### config.mk
export PLATFORM = sky130hd
export DESIGN_NAME = char_lcd_nibble_bus_controller_top
export DESIGN_NICKNAME = d
export VERILOG_FILES = /design/src/design/cld_pkg.sv /design/src/design/char_lcd_nibble_bus_controller_top.sv /design/src/design/cld_front.sv /design/src/design/cld_queue.sv /design/src/design/cld_back.sv
export SDC_FILE = /design/constraint.sdc
export NUM_CORES = 1
export LEC_CHECK = 0
export BUFFER_PORTS_ARGS = -buffer_cell sky130_fd_sc_hd__buf_2
export CAP_MARGIN = 15
export CORE_MARGIN = 3
export CORE_UTILIZATION = 52
export CTS_BUF_LIST = sky130_fd_sc_hd__clkbuf_8
export DETAILED_ROUTE_END_ITERATION = 8
export GPL_TIMING_DRIVEN = 0
export PLACE_DENSITY = 0.77
export REMOVE_ABC_BUFFERS = 1
export SLEW_MARGIN = 20
export SYNTH_ARGS = -nofsm -noshare
export SYNTH_HDL_FRONTEND = slang
export SYNTH_SLANG_ARGS = --single-unit
### constraint.sdc
create_clock -name clk -period 3.08 [get_ports clk]
set_input_delay 0.924 -clock clk [delete_from_list [all_inputs] [get_ports clk]]
set_output_delay 0.924 -clock clk [all_outputs]
set_load 0.1 [all_outputs]
### src/design/cld_pkg.sv
// shared types, codes and init tables for the character lcd nibble bus controller
package cld_pkg;

  localparam int MAX_BUSY_READS_DEF = 12;
  localparam int QUEUE_DEPTH = 4;
  localparam int IN_DATA_W = 24;
  localparam int OUT_DATA_W = 32;

  typedef enum logic [2:0] {
    CMD_INIT       = 3'd0,
    CMD_WRITE_INSTR = 3'd1,
    CMD_WRITE_DATA = 3'd2,
    CMD_READ_DATA  = 3'd3,
    CMD_SET_CURSOR = 3'd4,
    CMD_BUS_NIBBLE = 3'd5,
    CMD_DETECT     = 3'd6
  } cmd_t;

  typedef enum logic [1:0] {
    ACT_WRITE  = 2'd0,
    ACT_STROBE = 2'd1,
    ACT_READY  = 2'd2
  } action_t;

  localparam logic [7:0] ROW0_BASE = 8'h80;
  localparam logic [7:0] ROW1_BASE = 8'hC0;
  localparam logic [7:0] INIT_TAIL_BYTE = 8'h03;

  // one queued unit of bus work, expanded by the back end in this order:
  // init writes, read byte ready, byte write, read strobe
  typedef struct packed {
    logic       do_init;
    logic       do_ready;
    logic       ready_rs;
    logic [7:0] ready_byte;
    logic       ready_tmo;
    logic       do_write;
    logic [7:0] write_byte;
    logic       write_rs;
    logic       do_strobe;
    logic       strobe_rs;
  } job_t;

  typedef struct packed {
    logic push;
    job_t job;
  } push_t;

  typedef struct packed {
    logic empty;
    logic full;
    job_t head;
  } queue_stat_t;

  function automatic logic [7:0] init_byte(input logic [2:0] sel);
    logic [7:0] b;
    unique case (sel)
      3'd0:    b = 8'h33;
      3'd1:    b = 8'h2B;
      3'd2:    b = 8'h2B;
      3'd3:    b = 8'h0C;
      3'd4:    b = 8'h01;
      3'd5:    b = 8'h06;
      default: b = 8'h1F;
    endcase
    return b;
  endfunction

  function automatic logic [15:0] init_wait(input logic [2:0] sel);
    logic [15:0] w;
    unique case (sel)
      3'd0:    w = 16'd40000;
      3'd1:    w = 16'd39;
      3'd2:    w = 16'd39;
      3'd3:    w = 16'd37;
      3'd4:    w = 16'd37;
      3'd5:    w = 16'd1530;
      default: w = 16'd37;
    endcase
    return w;
  endfunction

endpackage

### src/design/char_lcd_nibble_bus_controller_top.sv
// top level of the character lcd nibble bus controller
// Accepts one command or sampled bus nibble per cycle as long as the four-entry job queue has
// room; the back end then emits one bus action per cycle while the output is not stalled, so
// an item yields one result per bus action: 15 for init, 3 for a byte write, 4 at the end of
// the init poll, 2 at the end of a data read and 1 otherwise, and commands that cause nothing
// take no back end time. Results leave through a registered stage with tlast on the final one
// of each item. There is no clearing pass after reset.
module char_lcd_nibble_bus_controller_top #(
  parameter int MAX_BUSY_READS = cld_pkg::MAX_BUSY_READS_DEF
) (
  input  logic        clk,
  input  logic        rst_n,
  input  logic        in_tvalid,
  output logic        in_tready,
  input  logic [2:0]  in_tuser,   // command
  input  logic [23:0] in_tdata,   // byte_value, column, row, bus_nibble, detect_level
  output logic        out_tvalid,
  input  logic        out_tready,
  output logic [1:0]  out_tuser,  // action
  output logic [31:0] out_tdata,  // register_select, nibble_out, wait_before_us,
                                  // read_byte, busy_timeout
  output logic        out_tlast
);
  import cld_pkg::*;

  push_t       q_push;
  queue_stat_t q_stat;
  logic        pop;

  cld_front #(
    .MAX_BUSY_READS(MAX_BUSY_READS)
  ) u_front (
    .clk      (clk),
    .rst_n    (rst_n),
    .in_tvalid(in_tvalid),
    .in_tready(in_tready),
    .in_tuser (in_tuser),
    .in_tdata (in_tdata),
    .q_stat   (q_stat),
    .q_push   (q_push)
  );

  cld_queue u_queue (
    .clk   (clk),
    .rst_n (rst_n),
    .q_push(q_push),
    .pop   (pop),
    .q_stat(q_stat)
  );

  cld_back u_back (
    .clk       (clk),
    .rst_n     (rst_n),
    .q_stat    (q_stat),
    .pop       (pop),
    .out_tvalid(out_tvalid),
    .out_tready(out_tready),
    .out_tuser (out_tuser),
    .out_tdata (out_tdata),
    .out_tlast (out_tlast)
  );

endmodule

### src/design/cld_front.sv
// front end: accepts commands, tracks bus state and queues bus jobs
module cld_front #(
  parameter int MAX_BUSY_READS = cld_pkg::MAX_BUSY_READS_DEF
) (
  input  logic               clk,
  input  logic               rst_n,
  input  logic               in_tvalid,
  output logic               in_tready,
  input  logic [2:0]         in_tuser,   // command
  input  logic [23:0]        in_tdata,   // byte_value, column, row, bus_nibble, detect_level
  input  cld_pkg::queue_stat_t q_stat,
  output cld_pkg::push_t     q_push
);
  import cld_pkg::*;

  typedef enum logic [1:0] {
    PH_IDLE  = 2'd0,
    PH_POLL  = 2'd1,
    PH_DREAD = 2'd2
  } phase_t;

  localparam logic [3:0] MAX_READS = 4'(MAX_BUSY_READS);

  phase_t     phase_r, phase_nxt;
  logic [1:0] init_step_r, init_step_nxt;
  logic       half_r, half_nxt;
  logic [7:0] acc_r, acc_nxt;
  logic [3:0] poll_cnt_r, poll_cnt_nxt;
  logic       det_prev_r, det_prev_nxt;

  logic       accept;
  cmd_t       cmd;
  logic [7:0] byte_value;
  logic [5:0] column;
  logic [1:0] row;
  logic [3:0] nib;
  logic       det;
  logic [7:0] acc_full;
  logic [3:0] cnt_inc;
  logic [7:0] cursor_byte;
  job_t       job;
  logic       job_valid;

  assign in_tready  = !q_stat.full;
  assign accept     = in_tvalid && in_tready;
  assign cmd        = cmd_t'(in_tuser);
  assign byte_value = in_tdata[7:0];
  assign column     = in_tdata[13:8];
  assign row        = in_tdata[15:14];
  assign nib        = in_tdata[19:16];
  assign det        = in_tdata[20];
  assign acc_full   = {acc_r[7:4], nib};
  assign cnt_inc    = poll_cnt_r + 4'd1;
  assign cursor_byte = (row[0] ? ROW1_BASE : ROW0_BASE) + {2'b00, column};

  always_comb begin
    phase_nxt     = phase_r;
    init_step_nxt = init_step_r;
    half_nxt      = half_r;
    acc_nxt       = acc_r;
    poll_cnt_nxt  = poll_cnt_r;
    det_prev_nxt  = det_prev_r;
    job           = '0;
    job_valid     = 1'b0;
    if (accept) begin
      unique case (cmd)
        CMD_INIT, CMD_DETECT: begin
          if (cmd == CMD_INIT || (det && !det_prev_r)) begin
            acc_nxt       = '0;
            init_step_nxt = 2'd1;
            phase_nxt     = PH_POLL;
            half_nxt      = 1'b0;
            poll_cnt_nxt  = '0;
            job.do_init   = 1'b1;
            job.do_strobe = 1'b1;
            job_valid     = 1'b1;
          end
          if (cmd == CMD_DETECT) begin
            det_prev_nxt = det;
          end
        end
        CMD_WRITE_INSTR, CMD_WRITE_DATA, CMD_SET_CURSOR: begin
          if (phase_r == PH_IDLE && (cmd != CMD_SET_CURSOR || !row[1])) begin
            phase_nxt      = PH_POLL;
            half_nxt       = 1'b0;
            poll_cnt_nxt   = '0;
            job.do_write   = 1'b1;
            job.write_byte = (cmd == CMD_SET_CURSOR) ? cursor_byte : byte_value;
            job.write_rs   = (cmd == CMD_WRITE_DATA);
            job.do_strobe  = 1'b1;
            job_valid      = 1'b1;
          end
        end
        CMD_READ_DATA: begin
          if (phase_r == PH_IDLE) begin
            phase_nxt     = PH_DREAD;
            half_nxt      = 1'b0;
            job.do_strobe = 1'b1;
            job.strobe_rs = 1'b1;
            job_valid     = 1'b1;
          end
        end
        CMD_BUS_NIBBLE: begin
          if (phase_r != PH_IDLE) begin
            job_valid = 1'b1;
            if (!half_r) begin
              acc_nxt       = {nib, 4'h0};
              half_nxt      = 1'b1;
              job.do_strobe = 1'b1;
              job.strobe_rs = (phase_r == PH_DREAD);
            end else if (phase_r == PH_DREAD) begin
              acc_nxt        = acc_full;
              phase_nxt      = PH_POLL;
              half_nxt       = 1'b0;
              poll_cnt_nxt   = '0;
              job.do_ready   = 1'b1;
              job.ready_rs   = 1'b1;
              job.ready_byte = acc_full;
              job.do_strobe  = 1'b1;
            end else begin
              acc_nxt  = acc_full;
              half_nxt = 1'b0;
              if (acc_full[7] && cnt_inc < MAX_READS) begin
                poll_cnt_nxt  = cnt_inc;
                job.do_strobe = 1'b1;
              end else begin
                job.do_ready   = 1'b1;
                job.ready_byte = acc_full;
                job.ready_tmo  = acc_full[7];
                poll_cnt_nxt   = '0;
                if (init_step_r == 2'd1) begin
                  init_step_nxt  = 2'd2;
                  job.do_write   = 1'b1;
                  job.write_byte = INIT_TAIL_BYTE;
                  job.do_strobe  = 1'b1;
                end else begin
                  init_step_nxt = 2'd0;
                  phase_nxt     = PH_IDLE;
                end
              end
            end
          end
        end
        default: begin
        end
      endcase
    end
  end

  assign q_push.push = job_valid;
  assign q_push.job  = job;

  always_ff @(posedge clk) begin
    if (!rst_n) begin
      phase_r     <= PH_IDLE;
      init_step_r <= '0;
      half_r      <= 1'b0;
      acc_r       <= '0;
      poll_cnt_r  <= '0;
      det_prev_r  <= 1'b1;
    end else begin
      phase_r     <= phase_nxt;
      init_step_r <= init_step_nxt;
      half_r      <= half_nxt;
      acc_r       <= acc_nxt;
      poll_cnt_r  <= poll_cnt_nxt;
      det_prev_r  <= det_prev_nxt;
    end
  end

endmodule

### src/design/cld_queue.sv
// short job queue between front and back ends
module cld_queue (
  input  logic                 clk,
  input  logic                 rst_n,
  input  cld_pkg::push_t       q_push,
  input  logic                 pop,
  output cld_pkg::queue_stat_t q_stat
);
  import cld_pkg::*;

  localparam int PTR_W = $clog2(QUEUE_DEPTH);
  localparam int CNT_W = $clog2(QUEUE_DEPTH + 1);

  job_t             mem_r [QUEUE_DEPTH];
  logic [PTR_W-1:0] wr_ptr_r, rd_ptr_r;
  logic [CNT_W-1:0] count_r;

  assign q_stat.empty = (count_r == '0);
  assign q_stat.full  = (count_r == CNT_W'(QUEUE_DEPTH));
  assign q_stat.head  = mem_r[rd_ptr_r];

  always_ff @(posedge clk) begin
    if (q_push.push) begin
      mem_r[wr_ptr_r] <= q_push.job;
    end
  end

  always_ff @(posedge clk) begin
    if (!rst_n) begin
      wr_ptr_r <= '0;
      rd_ptr_r <= '0;
      count_r  <= '0;
    end else begin
      if (q_push.push) begin
        wr_ptr_r <= wr_ptr_r + PTR_W'(1);
      end
      if (pop) begin
        rd_ptr_r <= rd_ptr_r + PTR_W'(1);
      end
      unique case ({q_push.push, pop})
        2'b10:   count_r <= count_r + CNT_W'(1);
        2'b01:   count_r <= count_r - CNT_W'(1);
        default: count_r <= count_r;
      endcase
    end
  end

endmodule

### src/design/cld_back.sv
// back end: expands queued jobs into bus actions, one per cycle while the output is not stalled
module cld_back (
  input  logic                 clk,
  input  logic                 rst_n,
  input  cld_pkg::queue_stat_t q_stat,
  output logic                 pop,
  output logic                 out_tvalid,
  input  logic                 out_tready,
  output logic [1:0]           out_tuser,  // action
  output logic [31:0]          out_tdata,  // register_select, nibble_out, wait_before_us,
                                           // read_byte, busy_timeout
  output logic                 out_tlast
);
  import cld_pkg::*;

  localparam logic [4:0] IDX_INIT_END = 5'd13;
  localparam logic [4:0] IDX_READY    = 5'd14;
  localparam logic [4:0] IDX_HI       = 5'd15;
  localparam logic [4:0] IDX_LO       = 5'd16;
  localparam logic [4:0] IDX_STROBE   = 5'd17;

  logic       active_r, active_nxt;
  logic [4:0] idx_r, idx_nxt;
  job_t       job_r, job_nxt;

  logic        valid_r;
  action_t     act_r;
  logic        rs_r;
  logic [3:0]  nib_r;
  logic [15:0] wait_r;
  logic [7:0]  rbyte_r;
  logic        tmo_r;
  logic        last_r;

  job_t        job_use;
  logic [4:0]  idx_first, idx_use, idx_next;
  logic        done;
  logic        emit;
  action_t     act_c;
  logic        rs_c;
  logic [3:0]  nib_c;
  logic [15:0] wait_c;
  logic [7:0]  rbyte_c;
  logic        tmo_c;
  logic [7:0]  ibyte;

  assign emit    = (active_r || !q_stat.empty) && (!valid_r || out_tready);
  assign pop     = emit && !active_r;
  assign job_use = active_r ? job_r : q_stat.head;

  always_comb begin
    priority if (q_stat.head.do_init) begin
      idx_first = '0;
    end else if (q_stat.head.do_ready) begin
      idx_first = IDX_READY;
    end else if (q_stat.head.do_write) begin
      idx_first = IDX_HI;
    end else begin
      idx_first = IDX_STROBE;
    end
  end

  assign idx_use = active_r ? idx_r : idx_first;
  assign ibyte   = init_byte(idx_use[3:1]);

  always_comb begin
    idx_next = IDX_STROBE;
    done     = 1'b0;
    priority if (idx_use < IDX_INIT_END) begin
      idx_next = idx_use + 5'd1;
    end else if (idx_use == IDX_INIT_END) begin
      idx_next = IDX_STROBE;
      done     = !job_use.do_strobe;
    end else if (idx_use == IDX_READY) begin
      idx_next = job_use.do_write ? IDX_HI : IDX_STROBE;
      done     = !job_use.do_write && !job_use.do_strobe;
    end else if (idx_use == IDX_HI) begin
      idx_next = IDX_LO;
    end else if (idx_use == IDX_LO) begin
      done = !job_use.do_strobe;
    end else begin
      done = 1'b1;
    end
  end

  always_comb begin
    act_c   = ACT_WRITE;
    rs_c    = 1'b0;
    nib_c   = '0;
    wait_c  = '0;
    rbyte_c = '0;
    tmo_c   = 1'b0;
    priority if (idx_use <= IDX_INIT_END) begin
      nib_c  = idx_use[0] ? ibyte[3:0] : ibyte[7:4];
      wait_c = idx_use[0] ? 16'd0 : init_wait(idx_use[3:1]);
    end else if (idx_use == IDX_READY) begin
      act_c   = ACT_READY;
      rs_c    = job_use.ready_rs;
      rbyte_c = job_use.ready_byte;
      tmo_c   = job_use.ready_tmo;
    end else if (idx_use == IDX_HI) begin
      rs_c  = job_use.write_rs;
      nib_c = job_use.write_byte[7:4];
    end else if (idx_use == IDX_LO) begin
      rs_c  = job_use.write_rs;
      nib_c = job_use.write_byte[3:0];
    end else begin
      act_c = ACT_STROBE;
      rs_c  = job_use.strobe_rs;
    end
  end

  always_comb begin
    active_nxt = active_r;
    idx_nxt    = idx_r;
    job_nxt    = job_r;
    if (emit) begin
      active_nxt = !done;
      idx_nxt    = idx_next;
      job_nxt    = job_use;
    end
  end

  always_ff @(posedge clk) begin
    if (!rst_n) begin
      active_r <= 1'b0;
      valid_r  <= 1'b0;
    end else begin
      active_r <= active_nxt;
      if (emit) begin
        valid_r <= 1'b1;
      end else if (out_tready) begin
        valid_r <= 1'b0;
      end
    end
  end

  always_ff @(posedge clk) begin
    idx_r <= idx_nxt;
    job_r <= job_nxt;
    if (emit) begin
      act_r   <= act_c;
      rs_r    <= rs_c;
      nib_r   <= nib_c;
      wait_r  <= wait_c;
      rbyte_r <= rbyte_c;
      tmo_r   <= tmo_c;
      last_r  <= done;
    end
  end

  assign out_tvalid = valid_r;
  assign out_tuser  = act_r;
  assign out_tdata  = {2'b00, tmo_r, rbyte_r, wait_r, nib_r, rs_r};
  assign out_tlast  = last_r;

  // a write carries no read byte and no timeout
  a_write_clean: assert property (@(posedge clk) disable iff (!rst_n)
    valid_r && act_r == ACT_WRITE |-> rbyte_r == '0 && !tmo_r)
    else $error("write result carries read fields");

  // only a read byte ready result can flag a timeout
  a_tmo_on_ready: assert property (@(posedge clk) disable iff (!rst_n)
    valid_r && tmo_r |-> act_r == ACT_READY)
    else $error("timeout on non ready result");

  // a non final result keeps the job open
  a_job_open: assert property (@(posedge clk) disable iff (!rst_n)
    emit && !done |=> active_r && valid_r && !last_r)
    else $error("job closed before its last result");

  // a job is taken from the queue only when the back end is free
  a_pop_free: assert property (@(posedge clk) disable iff (!rst_n)
    pop |-> !active_r && !q_stat.empty)
    else $error("pop while busy or empty");

endmodule
==> Word-level counts from Yosys, hierarchy flattened <==
Memories as Yosys holds them, arrays and structs flattened. A register that Yosys moved wholly into a read port is not among the register bits.
Cells that the tools add are included.
{ "totals": {"reg_bits": 83, "mem_bits_rw": 96, "in_bits": 31, "out_inout_bits": 37, "word_cells": 213, "memories": 1} }
{ "memory_table": {"columns": ["memory", "depth", "width", "rd", "rd_clocked_by_memory_dff", "wr", "line_no", "rtl"], "rows": [
  ["u_queue.mem_r", 4, 24, 1, 1, 1, "cld_queue.sv:14", "job_t mem_r [QUEUE_DEPTH];"]
]} }
{ "classes": {"n_addsub": 7, "order_cmp": 3, "n_eq_ne": 31, "mux": 99, "bitwise": 2, "reduce_logical": 42} }
{ "ops": {"columns": ["cell", "count"], "rows": [
  ["16-bit one-hot mux with 3 select lines", 1],
  ["4-bit 2-to-1 mux", 11],
  ["20-bit 2-to-1 mux", 2],
  ["5-bit 2-to-1 mux", 8],
  ["8-bit 2-to-1 mux", 5],
  ["2-bit 2-to-1 mux", 19],
  ["1-bit 2-to-1 mux", 34],
  ["6-bit one-hot mux with 5 select lines", 1],
  ["24-bit 2-to-1 mux", 1],
  ["11-bit 2-to-1 mux", 2],
  ["22-bit 2-to-1 mux", 1],
  ["3-bit equality test (second input constant)", 6],
  ["18-bit 2-to-1 mux", 1],
  ["9-bit one-hot mux with 2 select lines", 1],
  ["8-bit one-hot mux with 2 select lines", 1],
  ["5-bit by 4-bit equality test with 1-bit output (second input constant)", 3],
  ["3-bit by 2-bit equality test with 1-bit output (second input constant)", 4],
  ["1-bit one-hot mux with 4 select lines", 3],
  ["4-bit one-hot mux with 3 select lines", 1],
  ["6-bit AND reduction", 2],
  ["10-bit 2-to-1 mux", 1],
  ["2-bit by 1-bit != test with 1-bit output (second input constant)", 5],
  ["1-bit zero test", 9],
  ["3-bit zero test", 3],
  ["other kinds (35)", 59]
]} }

==> Logic depth before layout (Yosys ltp) <==
Gate-level depths: netlist (run 1).
{ "depth": {"ltp_word": 11, "mapped_depth": 13, "mapped_depth_nobuf": 12} }

==> By module <==
From an unflattened synthesis (run 1), not the netlist that was laid out.
{ "unflattened": {"cells_unflattened": 570, "hier_area_um2": 7946.4} }
{ "by_module_without_submodules": {"columns": ["module", "n_inst", "cells_each", "area_each_um2", "seq_area_each_um2"], "rows": [
  ["cld_queue", 1, 172, 3953.8, 3062.9],
  ["cld_back", 1, 225, 2716.4, 1541.5],
  ["cld_front", 1, 173, 1276.2, 280.3]
]} }

==> Worst setup path after synthesis (run 1) <==
OpenSTA, ideal clock, no wires.
{ "synth_timing": {"path_type": "reg2reg", "startpoint": "register with a tool-made name", "endpoint": "register u_back.nib_r[3] (data pin)", "setup_ps": 261, "t_arrival_ps": 2988, "required_ps": 2819, "path_slack_ps": -168, "path_stages_with_launch": 11, "path_buffers": 1, "period_less_slack_ps": 3248, "path_cell_list": "dfxtp_1 buf_4 mux4_2 nor2_1 nor3_4 nor2_1 ha_1 nor3_1 or4b_4 and3_4 a221o_1"} }
{ "synth_lines": {"columns": ["element", "line_no", "rtl"], "rows": [
  ["to (signal assigned)", "cld_back.sv:144", "nib_r <= nib_c;"],
  ["to (decl)", "cld_back.sv:29", "logic [3:0] nib_r;"]
]} }

==> flow_summary_export.csv, run 1 <==
group,metric,value,unit
worst_setup_path,critical_path_required,3290,ps
die,die_h,128.9,um
synthesis,netlist-cell-type-count,69,
power,powerDensity,1080,mW/mm^2
worst_setup_path,path_class,"register to register",
clock_network,clock_latency,460,ps
final_layout,fill_cells,1107,
route,drc,0,
grt,antenna_found_initial,0,
route,routed_wl,15.68,mm
run_status,status,"completed",
grt,grt_pass1_vias,5023,
synthesis,synth-edff-count,146,
route,vias,5163,
worst_setup_path,timing.rr.start,"u_queue.mem_r[2][22]",
clock_network,htree_levels,4,
synthesis,synthMuxAreaShare,9.446,%
sta,setup_violations,0,
clock_network,clockRootBuffer,"clkbuf_8",
hold_path,worst_hold_path_type,"register to register",
synthesis,synth_compound_area_share,8.570,%
synthesis,async_flop_share,0,%
worst_setup_path,end_kind,"register",
power,cellLeakagePower,3.232,nW
placed_design,pre_cts_ws,-1049,ps
synthesis,synth_xor_area_share,0.7805,%
grt,grt_pass1_wl,24.67,mm
worst_setup_path,worstPathMaxFanout,6,
sta,final_max_slew_viol_count,0,
die,start_util,53.64,%
worst_setup_path,start_kind,"register",
synthesis,yosysWarnings,0,
power,seqPwrFrac,36.9,%
die,coreArea,0.01464,sq mm
clock_network,cts_tree,"yes",
final_layout,n_antenna_cell,0,
final_layout,final_cell_mix,"edfxtp_1 (146), nand2_1 (90), buf_2 (59), nor2_1 (43), a21oi_1 (32)",
grt,overflow,0,
placed_design,io_buffers,59,
clock_network,clock-sinks,171,
grt,grt_max_degree,45,
route,drt_iter0_markers,472,
route,dr.pass1.iters,6,
clock_network,cts_buffers,17,
die,die_w,128.9,um
synthesis,synth_seq_cells,171,
route,antenna_left,0,
power,p_comb_share,47.7,%
synthesis,yosysSeqAreaShare,62.19,%
sta,slew_headroom,42.39,%
die,io_pins,68,
synthesis,synth_top_family_by_area,"simple AND/OR/NAND/NOR gates",
sta,skew,18.31,ps
sta,fin_ws,41.47,ps
final_layout,fin_nets,711,
placed_design,hpwl,10.03,mm
worst_setup_path,crit_start,"u_queue.mem_r[2][22]",
power,swShare,45.39,%
synthesis,synthAdderAreaFrac,2.007,%
clock_network,cts_hold_buf,0,
final_layout,fin_area,0.008889,sq mm
synthesis,synth_area,0.007855,sq mm
placed_design,gp_congestion,0.8846,
worst_setup_path,arrival,3250,ps
synthesis,synth_simple_gate_area_share,13.19,%
sta,max_freq,0.3291,GHz
synthesis,synth.avg_cell_area,12.96,sq um
power,irDropWorstVdd,0.6930,mV
hold_path,hp-start,"u_front.poll_cnt_r[1]",
synthesis,synthFlopType,"edfxtp_1",
power,net-switching-power,4.359,mW
die,dieArea,0.01662,sq mm
route,post_drt_wl_per_cell,18.13,um
die,num_rows,44,
synthesis,synthCells,606,
flow_run,maxCapViolCount,0,
clock_network,clk_path_buf_depth,2,
sta,hold_viol,0,
power,internal-power,5.244,mW
sta,worstMarginPinSlew,864.2,ps
route,via_per_inst,5.969,
power,power_frac_clock,15.5,%
placed_design,placed_cell_area,0.008250,sq mm
sta,min_period_over_period,98.65,%
final_layout,drive_gt1_share,25.26,%
sta,final.min_clock_period,3039,ps
final_layout,layout.cells.most_common,"edfxtp_1",
final_layout,area_growth,13.16,%
grt,grt.total_usage,19.34,%
clock_network,clk_pin_slew,90,ps
-- per-layer routing --
metal  up-vias  global-route usage (%)  share of wire (%)
li1       2375                       -                  -
met1      2525                   24.35                 41
met2       227                   32.26                 50
met3        36                   4.193                7.0
met4         0                   8.771                2.3
met5         -                       0                  0
-- power by group through the flow --
stage	combinational, mW	clock (mW)	sequential, mW
finish	4.58	1.49	3.54
global route	4.86	1.61	3.59
CTS	4.44	1.50	3.53
detailed placement	4.14	0	3.62
global placement	3.84	0	3.74
floorplan	1.73	0	5.15
-- kinds of logic after synthesis --
logic type / count (synthesis)
AOI/OAI and AO/OA: 102
xor gates and xnor gates: 7
other: 1
and+or+nand+nor: 212
buffers and inverters: 59
muxes: 42
adders and majority gates: 12
DFF: 171
-- cell usage after synthesis, types with 3 or more instances --
cell type / count / area share [%]
ha_1: 11 / 1.8
nand2_1: 90 / 4.3
a22oi_1: 4 / 0.38
xor2_1: 3 / 0.33
mux4_2: 25 / 7.2
o21a_1: 3 / 0.29
inv_1: 17 / 0.81
and2_1: 15 / 1.2
or2_2: 6 / 0.48
o31ai_1: 4 / 0.38
buf_4: 16 / 1.5
o21ai_0: 18 / 1.1
dfxtp_1: 25 / 6.4
o211ai_1: 4 / 0.38
or3_1: 6 / 0.48
a21oi_1: 34 / 2.2
mux2i_1: 13 / 1.7
a221o_1: 4 / 0.51
nor3_1: 7 / 0.45
buf_2: 6 / 0.38
nor3b_1: 7 / 0.67
a21boi_0: 3 / 0.29
edfxtp_1: 146 / 56
nand3_1: 5 / 0.32
clkbuf_1: 15 / 0.72
nand2b_1: 8 / 0.64
nor2b_1: 7 / 0.56
nor2_1: 45 / 2.2
xnor2_1: 4 / 0.45
-- state kept, by name, indices dropped and copies added (netlist names), 3 cells and up, named ones only --
name,cells
u_back.idx_r,5
u_back.rbyte_r,8
u_back.job_r,22
u_front.acc_r,4
u_back.wait_r,6
u_queue.count_r,3
u_queue.mem_r,96
u_front.poll_cnt_r,4
u_back.nib_r,4
-- stage by stage --
step | utilization (%) | setup TNS (ps) | hold WS (ps) | cells | total power, mW
finish | 60.70 | 0 | 491.4 | 865 | 9.603
global route | 60.70 | -17.26 | 532.3 | 865 | 10.06
CTS | 60.12 | 0 | 490.2 | 859 | 9.480
detailed placement | 56.34 | -33950 | 477.5 | 816 | 7.760
global placement | 55.79 | -134480 | 462.0 | 813 | 7.581
floorplan | - | -31260 | 444.7 | 570 | 6.881
-- worst max-delay path, cell delays in order (launching register included) --
cell and delay, ps:
edfxtp_1 410, or2_2 330, mux4_2 510, o21ai_4 200, ha_4 190, nor3_1 50, or4b_4 570, and3_4 200
a221o_1 320
-- area by class of cell --
class	instances	area, sq um	area share (%)
Timing Repair Buffer	79	515.5	5.800
Multi-Input combinational cell	380	2799	31.49
Clock inverter	13	117.6	1.323
Tap cell	184	230.2	2.590
Sequential cell	171	4893	55.05
Inverter	19	71.32	0.8024
Clock buffer	19	261.5	2.942
-- path summary, 6_finish.rpt --
path / end / slack [ps] / cells past startpoint
setup / recovery: u_back.nib_r[2] / 40 / 8
hold / removal: u_front.poll_cnt_r[1] / 490 / 2
setup reg to reg: u_back.nib_r[2] / 40 / 8
hold reg to reg: u_front.poll_cnt_r[1] / 490 / 2
-- repair_timing --
item | CTS | global route
setup endpoints to repair | 30 | 10
cloned | 1 | 0
setup buffers | 10 | 6
pin swaps | 6 | 12
gates resized for setup | 16 | 8
Power figures use the tool's default switching activity.
==> run 2, diff against run 1 <==
--- a/config.mk
+++ b/config.mk
@@ -5,6 +5,7 @@
 export SDC_FILE = /design/constraint.sdc
 export NUM_CORES = 1
 export LEC_CHECK = 0
+export ABC_AREA = 1
 export BUFFER_PORTS_ARGS = -buffer_cell sky130_fd_sc_hd__buf_2
 export CAP_MARGIN = 15
 export CORE_MARGIN = 3
==> run 2 against run 1 <==
Effect of this change: sequential power barely moved; non-clock buffer count down 9; routed wire length is 2.8% lower; critical endpoint is now u_queue.count_r[2].
==> flow_summary_export.csv, run 2 <==
group,metric,value,unit
route,drc,0,
worst_setup_path,start_kind,"primary input",
worst_setup_path,r2r_cells,20,
sta,setup_violations,0,
final_layout,top_register,"u_queue.mem_r",
power,internal-power,5.328,mW
synthesis,synthFlopType,"edfxtp_1",
route,drt_iter0_markers,544,
clock_network,clk_path_buf_depth,2,
sta,max_freq,0.3374,GHz
worst_setup_path,crit_start,"in_tuser[2]",
route,via_per_inst,5.429,
clock_network,clock-sinks,171,
clock_network,cts_buffers,17,
final_layout,multi_input_area,0.002435,sq mm
synthesis,synth_seq_cells,171,
final_layout,layout.cells.most_common,"edfxtp_1",
route,vias,5386,
final_layout,stdcell_count,992,
final_layout,fin_nets,842,
final_layout,area_growth,13.99,%
synthesis,yosysSeqAreaShare,63.30,%
power,irDropWorstVdd,0.6279,mV
power,net-switching-power,4.662,mW
sta,skew,11.58,ps
clock_network,htree_levels,4,
grt,overflow,0,
worst_setup_path,reg2reg_slack,210,ps
die,start_util,54.33,%
grt,grt.total_usage,19.22,%
die,coreArea,0.01420,sq mm
clock_network,cts_hold_buf,0,
clock_network,cts_tree,"yes",
power,swShare,46.67,%
synthesis,yosysWarnings,0,
route,routed_wl,15.24,mm
worst_setup_path,worstPathMaxFanout,12,
final_layout,fill_cells,1134,
power,power_frac_clock,16.7,%
grt,grt_pass1_wl,24.61,mm
sta,final_max_slew_viol_count,0,
power,p_comb_share,48.0,%
synthesis,yosysTopAreaCell,"edfxtp_1",
synthesis,netlist-cell-type-count,46,
final_layout,final_cell_mix,"edfxtp_1 (146), nor2_1 (136), nand2_1 (117), buf_2 (59), o21ai_0 (58)",
final_layout,n_antenna_cell,0,
worst_setup_path,critical_path_required,3460,ps
die,die_h,127.8,um
power,cellLeakagePower,3.454,nW
placed_design,dp_cells,956,
route,post_drt_wl_per_cell,15.36,um
worst_setup_path,path_class,"primary input to register",
die,die_w,127.8,um
final_layout,drive_gt1_share,19.09,%
placed_design,io_buffers,59,
synthesis,yosysMostFrequentCell,"edfxtp_1",
power,powerDensity,1136,mW/mm^2
worst_setup_path,r2r-end,"u_back.active_r",
sta,final.min_clock_period,2964,ps
synthesis,yosysTopAreaCellShare,56.82,%
sta,hold_viol,0,
grt,antenna_found_initial,0,
clock_network,clk_pin_slew,80,ps
power,seqPwrFrac,35.3,%
final_layout,largest_reg_flops,96,
grt,grt_max_degree,49,
clock_network,clockRootBuffer,"clkbuf_8",
sta,slew_headroom,53.15,%
clock_network,clock_latency,450,ps
sta,holdWs,470.7,ps
placed_design,hpwl,10.03,mm
final_layout,ff_latch_area,0.004896,sq mm
flow_run,maxCapViolCount,0,
route,antenna_left,0,
synthesis,synthCells,744,
placed_design,gp_congestion,0.8822,
synthesis,synth_area,0.007716,sq mm
synthesis,synth-edff-count,146,
synthesis,synth.avg_cell_area,10.37,sq um
die,dieArea,0.01634,sq mm
synthesis,async_flop_share,0,%
run_status,status,"completed",
synthesis,ys_top_cells_by_count,"edfxtp_1 (146), nor2_1 (141), nand2_1 (117), inv_1 (60), o21ai_0 (58)",
route,dr.pass1.iters,6,
final_layout,reg_top3,"u_queue.mem_r: 96 flops, u_back.job_r: 22 flops, u_back.rbyte_r: 8 flops",
worst_setup_path,arrival,3350,ps
sta,worstMarginPinSlew,696.3,ps
sta,min_period_over_period,96.23,%
synthesis,synth.area.top_cells,"edfxtp_1 (57%), nor2_1 (6.9%), dfxtp_1 (6.5%)",
die,num_rows,43,
die,io_pins,68,
hold_path,worst_hold_path_type,"register to register",
worst_setup_path,critical_path.endpoint,"u_queue.count_r[2]",
worst_setup_path,end_kind,"register",
grt,grt_pass1_vias,4908,
==> run 2: cell count changes after synthesis, sizes merged, moves of 15 or more <==
| cell | previous run | this run |
|---|---|---|
| mux4 | 25 | 0 |
| nand3 | 5 | 25 |
| nor2 | 45 | 145 |
| and2 | 15 | 0 |
| inv | 17 | 68 |
| nand2 | 90 | 126 |
| o21ai | 18 | 63 |
==> run 2: metal layers <==
layer  GRT usage, %  part of all wire (%)  vias up
li1               -                     -     2641
met1          26.35                    43     2527
met2          30.96                    49      203
met3          3.583                   7.5       15
met4          6.804                  0.95        0
met5              0                     0        -
==> run 2: timing repair <==
action                                  4_1_cts  5_1_grt
pin swaps                                     0        0
endpoints found under the setup margin       31        9
cloned                                        1        0
gates resized for setup                      12        8
buffers inserted                              0        3
==> run 2: worst min-delay path by stage <==
stage          slack [ps]                  to                from  cells past startpoint
2_1_floorplan         440  u_queue.count_r[2]  u_queue.count_r[2]                      1
3_3_place_gp          450    u_front.acc_r[6]    u_front.acc_r[6]                      2
3_5_place_dp          460    u_front.acc_r[5]    u_front.acc_r[5]                      2
4_1_cts               470    u_front.acc_r[5]    u_front.acc_r[5]                      2
5_1_grt               490    u_front.acc_r[6]    u_front.acc_r[6]                      2
6_report              470    u_front.acc_r[5]    u_front.acc_r[5]                      2
==> run 2: cell families after synthesis <==
| logic type | Yosys count | synth area share, % |
|---|---|---|
| flip-flops | 171 | 63.30 |
| other | 1 | 0.04860 |
| XOR/XNOR | 3 | 0.3406 |
| buffers and inverters | 106 | 6.113 |
| multiplexers | 1 | 0.1297 |
| AO/OA/AOI/OAI | 135 | 10.23 |
| AND/OR/NAND/NOR | 315 | 17.79 |
| adder cells (fa/ha/maj) | 12 | 2.043 |
==> run 2: layout make-up <==
cell class,count,area share [%]
clock buffers,20,3.129
well taps,180,2.560
flip-flops and latches,171,55.66
clock inverters,12,1.821
inverters,68,3.229
repair buffers,70,5.917
multi-input cells,471,27.68
==> run 2: worst max-delay path: stages <==
cell	delay, ps
buf_2	130
inv_1	140
nor3_2	90
inv_2	130
o21ai_0	110
nor2_1	310
nand3_4	270
ha_1	320
fa_1	450
a21oi_1	140
o21a_1	150
o21ai_0	70
a21oi_1	110
==> run 2: through the flow <==
| step | area (sq um) | setup WS [ps] | total power [mW] | TNS [ps] | utilization (%) |
|---|---|---|---|---|---|
| floorplan | 7520 | -1711 | 7.194 | -104490 | - |
| global placement | 8040 | -3161 | 7.852 | -305650 | 56.61 |
| detailed placement | 8253 | -741.9 | 8.259 | -39800 | 58.10 |
| CTS | 8752 | 13.77 | 9.990 | 0 | 61.62 |
| global route | 8796 | -3.314 | 10.59 | -3.314 | 61.93 |
| finish | 8796 | 116.0 | 9.990 | 0 | 61.93 |
==> run 2: power by group through the flow <==
stage | Combinational (mW) | Sequential [mW] | Clock (mW)
3_3_place_gp | 4.21 | 3.64 | 0
2_1_floorplan | 2.14 | 5.05 | 0
4_1_cts | 4.74 | 3.55 | 1.70
3_5_place_dp | 4.67 | 3.59 | 0
6_report | 4.79 | 3.53 | 1.66
5_1_grt | 5.21 | 3.59 | 1.79
==> run 3, diff against run 2 <==
--- a/config.mk
+++ b/config.mk
@@ -6,7 +6,7 @@
 export NUM_CORES = 1
 export LEC_CHECK = 0
 export ABC_AREA = 1
-export BUFFER_PORTS_ARGS = -buffer_cell sky130_fd_sc_hd__buf_2
+export BUFFER_PORTS_ARGS = -buffer_cell sky130_fd_sc_hd__buf_4
 export CAP_MARGIN = 15
 export CORE_MARGIN = 3
 export CORE_UTILIZATION = 52
==> run 3 against run 2 <==
Effect of this change: total power grew 3.1%; count of clock-buffer cells in the layout shrank 3; maximum frequency grew 1.5%; die area is the same; first-iteration DRC count grew 0.74%; non-clock buffer count is the same; combinational power grew 4.6%; utilization grew 1.2 points; setup slack gained 45 ps; worst hold slack gained 2.9 ps; critical endpoint is now u_queue.mem_r[0][3]; largest power group unchanged.
==> flow_summary_export.csv, run 3 (synthesis results as in run 2) <==
group,metric,value,unit
power,net-switching-power,4.762,mW
worst_setup_path,crit_start,"in_tuser[1]",
die,dieArea,0.01634,sq mm
power,powerDensity,1149,mW/mm^2
grt,overflow,0,
power,power_frac_clock,17.0,%
sta,final.min_clock_period,2919,ps
die,num_rows,43,
run_status,status,"completed",
placed_design,io_buffers,59,
worst_setup_path,end_kind,"register",
flow_run,maxCapViolCount,0,
sta,holdWs,473.6,ps
clock_network,htree_levels,4,
sta,fin_ws,160.7,ps
worst_setup_path,critical_path_required,3290,ps
placed_design,pre_cts_ws,-797.0,ps
die,coreArea,0.01420,sq mm
worst_setup_path,r2r-end,"u_back.active_r",
grt,grt.total_usage,20.45,%
final_layout,fin_nets,842,
sta,finalSetupTns,0,ps
grt,grt_pass1_wl,26.12,mm
sta,max_freq,0.3425,GHz
placed_design,dp_cells,956,
grt,grt_pass1_vias,5334,
clock_network,clock-sinks,171,
power,cellLeakagePower,3.516,nW
route,drt_iter0_markers,548,
hold_path,worst_hold_path_type,"register to register",
clock_network,cts_tree,"yes",
grt,grt_max_degree,49,
worst_setup_path,reg2reg_slack,210,ps
sta,worstMarginPinSlew,708.2,ps
route,post_drt_wl_per_cell,16.62,um
sta,slew_headroom,52.35,%
final_layout,final_cell_mix,"edfxtp_1 (146), nor2_1 (134), nand2_1 (117), buf_4 (62), inv_1 (61)",
route,antenna_left,0,
final_layout,reg_top3,"u_queue.mem_r: 96 flops, u_back.job_r: 22 flops, u_back.rbyte_r: 8 flops",
sta,setup_violations,0,
route,routed_wl,16.49,mm
die,die_w,127.8,um
power,irDropWorstVdd,0.7840,mV
route,drc,0,
power,internal-power,5.534,mW
placed_design,hpwl,11.07,mm
final_layout,largest_reg_flops,96,
final_layout,layout.cells.most_common,"edfxtp_1",
clock_network,clk_pin_slew,80,ps
clock_network,cts_hold_buf,0,
die,start_util,54.33,%
clock_network,clock_latency,460,ps
worst_setup_path,path_class,"primary input to register",
clock_network,clk_path_buf_depth,2,
sta,hold_viol,0,
clock_network,cts_buffers,17,
worst_setup_path,slowest_stage,"a21oi_1",
worst_setup_path,start_kind,"primary input",
power,seqPwrFrac,34.3,%
die,io_pins,68,
sta,final_max_slew_viol_count,0,
route,dr.pass1.iters,7,
grt,antenna_found_initial,0,
route,vias,5453,
placed_design,gp_congestion,0.8437,
power,p_comb_share,48.7,%
route,via_per_inst,5.497,
worst_setup_path,slowest_delay,470,ps
sta,min_period_over_period,94.78,%
final_layout,drive_gt1_share,19.09,%
final_layout,area_growth,16.17,%
final_layout,fill_cells,1124,
final_layout,stdcell_count,992,
die,die_h,127.8,um
worst_setup_path,worstPathMaxFanout,11,
final_layout,n_antenna_cell,0,
worst_setup_path,path_common_cell,"inv_1",
worst_setup_path,r2r_cells,19,
final_layout,top_register,"u_queue.mem_r",
sta,skew,16.28,ps
worst_setup_path,critical_path.endpoint,"u_queue.mem_r[0][3]",
power,swShare,46.25,%
worst_setup_path,worstPathCellList,"buf_4 -> nor2_1 -> inv_1 -> nor2_2 -> a21oi_1 -> nor2_1 -> inv_1 -> a21oi_1 -> inv_1 -> a31oi_1",
clock_network,clockRootBuffer,"clkbuf_8",
worst_setup_path,arrival,3130,ps
==> run 3: cell count changes in the layout (fill, tap and decap cells not counted), sizes merged <==
cell      previous run  this run
buf                 69        70
clkbuf              20        17
inv                 71        73
bufbuf               1         0
bufinv               3         5
clkinvlp             4         2
clkinv               2         3
==> run 3: critical path, delay by kind of cell <==
family / cells / cell delay (ps)
compound gates: 3 / 990
buf+inv: 4 / 490
simple gates: 3 / 720
==> run 3: power by group through the flow <==
stage               Combinational (mW)  Clock [mW]  Sequential (mW)
floorplan                         2.14           0             5.05
CTS                               4.87        1.77             3.57
finish                            5.01        1.75             3.53
global route                      5.39        1.87             3.59
detailed placement                4.81           0             3.63
global placement                  4.38           0             3.65
==> run 3: area by class of cell <==
cell class | instances | area, sq um | area share (%)
Clock buffer | 17 | 234.0 | 2.610
Tap cell | 180 | 225.2 | 2.513
Inverter | 68 | 284.0 | 3.169
Timing Repair Buffer | 70 | 669.4 | 7.468
Clock inverter | 15 | 207.7 | 2.317
Sequential cell | 171 | 4896 | 54.62
Multi-Input combinational cell | 471 | 2447 | 27.30
==> run 3: metal layers <==
layer | up-vias | part of all wire, % | global-route usage [%]
met5 | - | 0 | 0
met4 | 0 | 1.9 | 7.303
met3 | 21 | 5.9 | 4.042
met2 | 194 | 50 | 33.70
met1 | 2602 | 42 | 27.15
li1 | 2636 | - | -
==> run 3: how the worst min path moves through the flow <==
stage	slack, ps	end	start	depth (start not counted)
floorplan	440	u_queue.count_r[2]	u_queue.count_r[2]	1
global placement	460	u_front.acc_r[6]	u_front.acc_r[6]	2
detailed placement	460	u_front.acc_r[4]	u_front.acc_r[4]	2
CTS	470	u_front.acc_r[4]	u_front.acc_r[4]	2
global route	500	u_front.acc_r[6]	u_front.acc_r[6]	2
finish	470	u_front.acc_r[4]	u_front.acc_r[4]	2
==> run 3: stage by stage <==
step | area [sq um] | utilization [%] | power, mW
5_1_grt | 8964 | 63.11 | 10.85
3_3_place_gp | 8188 | 57.65 | 8.025
3_5_place_dp | 8423 | 59.30 | 8.440
6_report | 8964 | 63.11 | 10.30
4_1_cts | 8911 | 62.74 | 10.21
2_1_floorplan | 7520 | - | 7.194
==> run 3: timing repair <==
item,in CTS,in global routing
endpoints found under the setup margin,31,9
pin swaps,0,1
gates resized for setup,13,11
buffers inserted,1,3
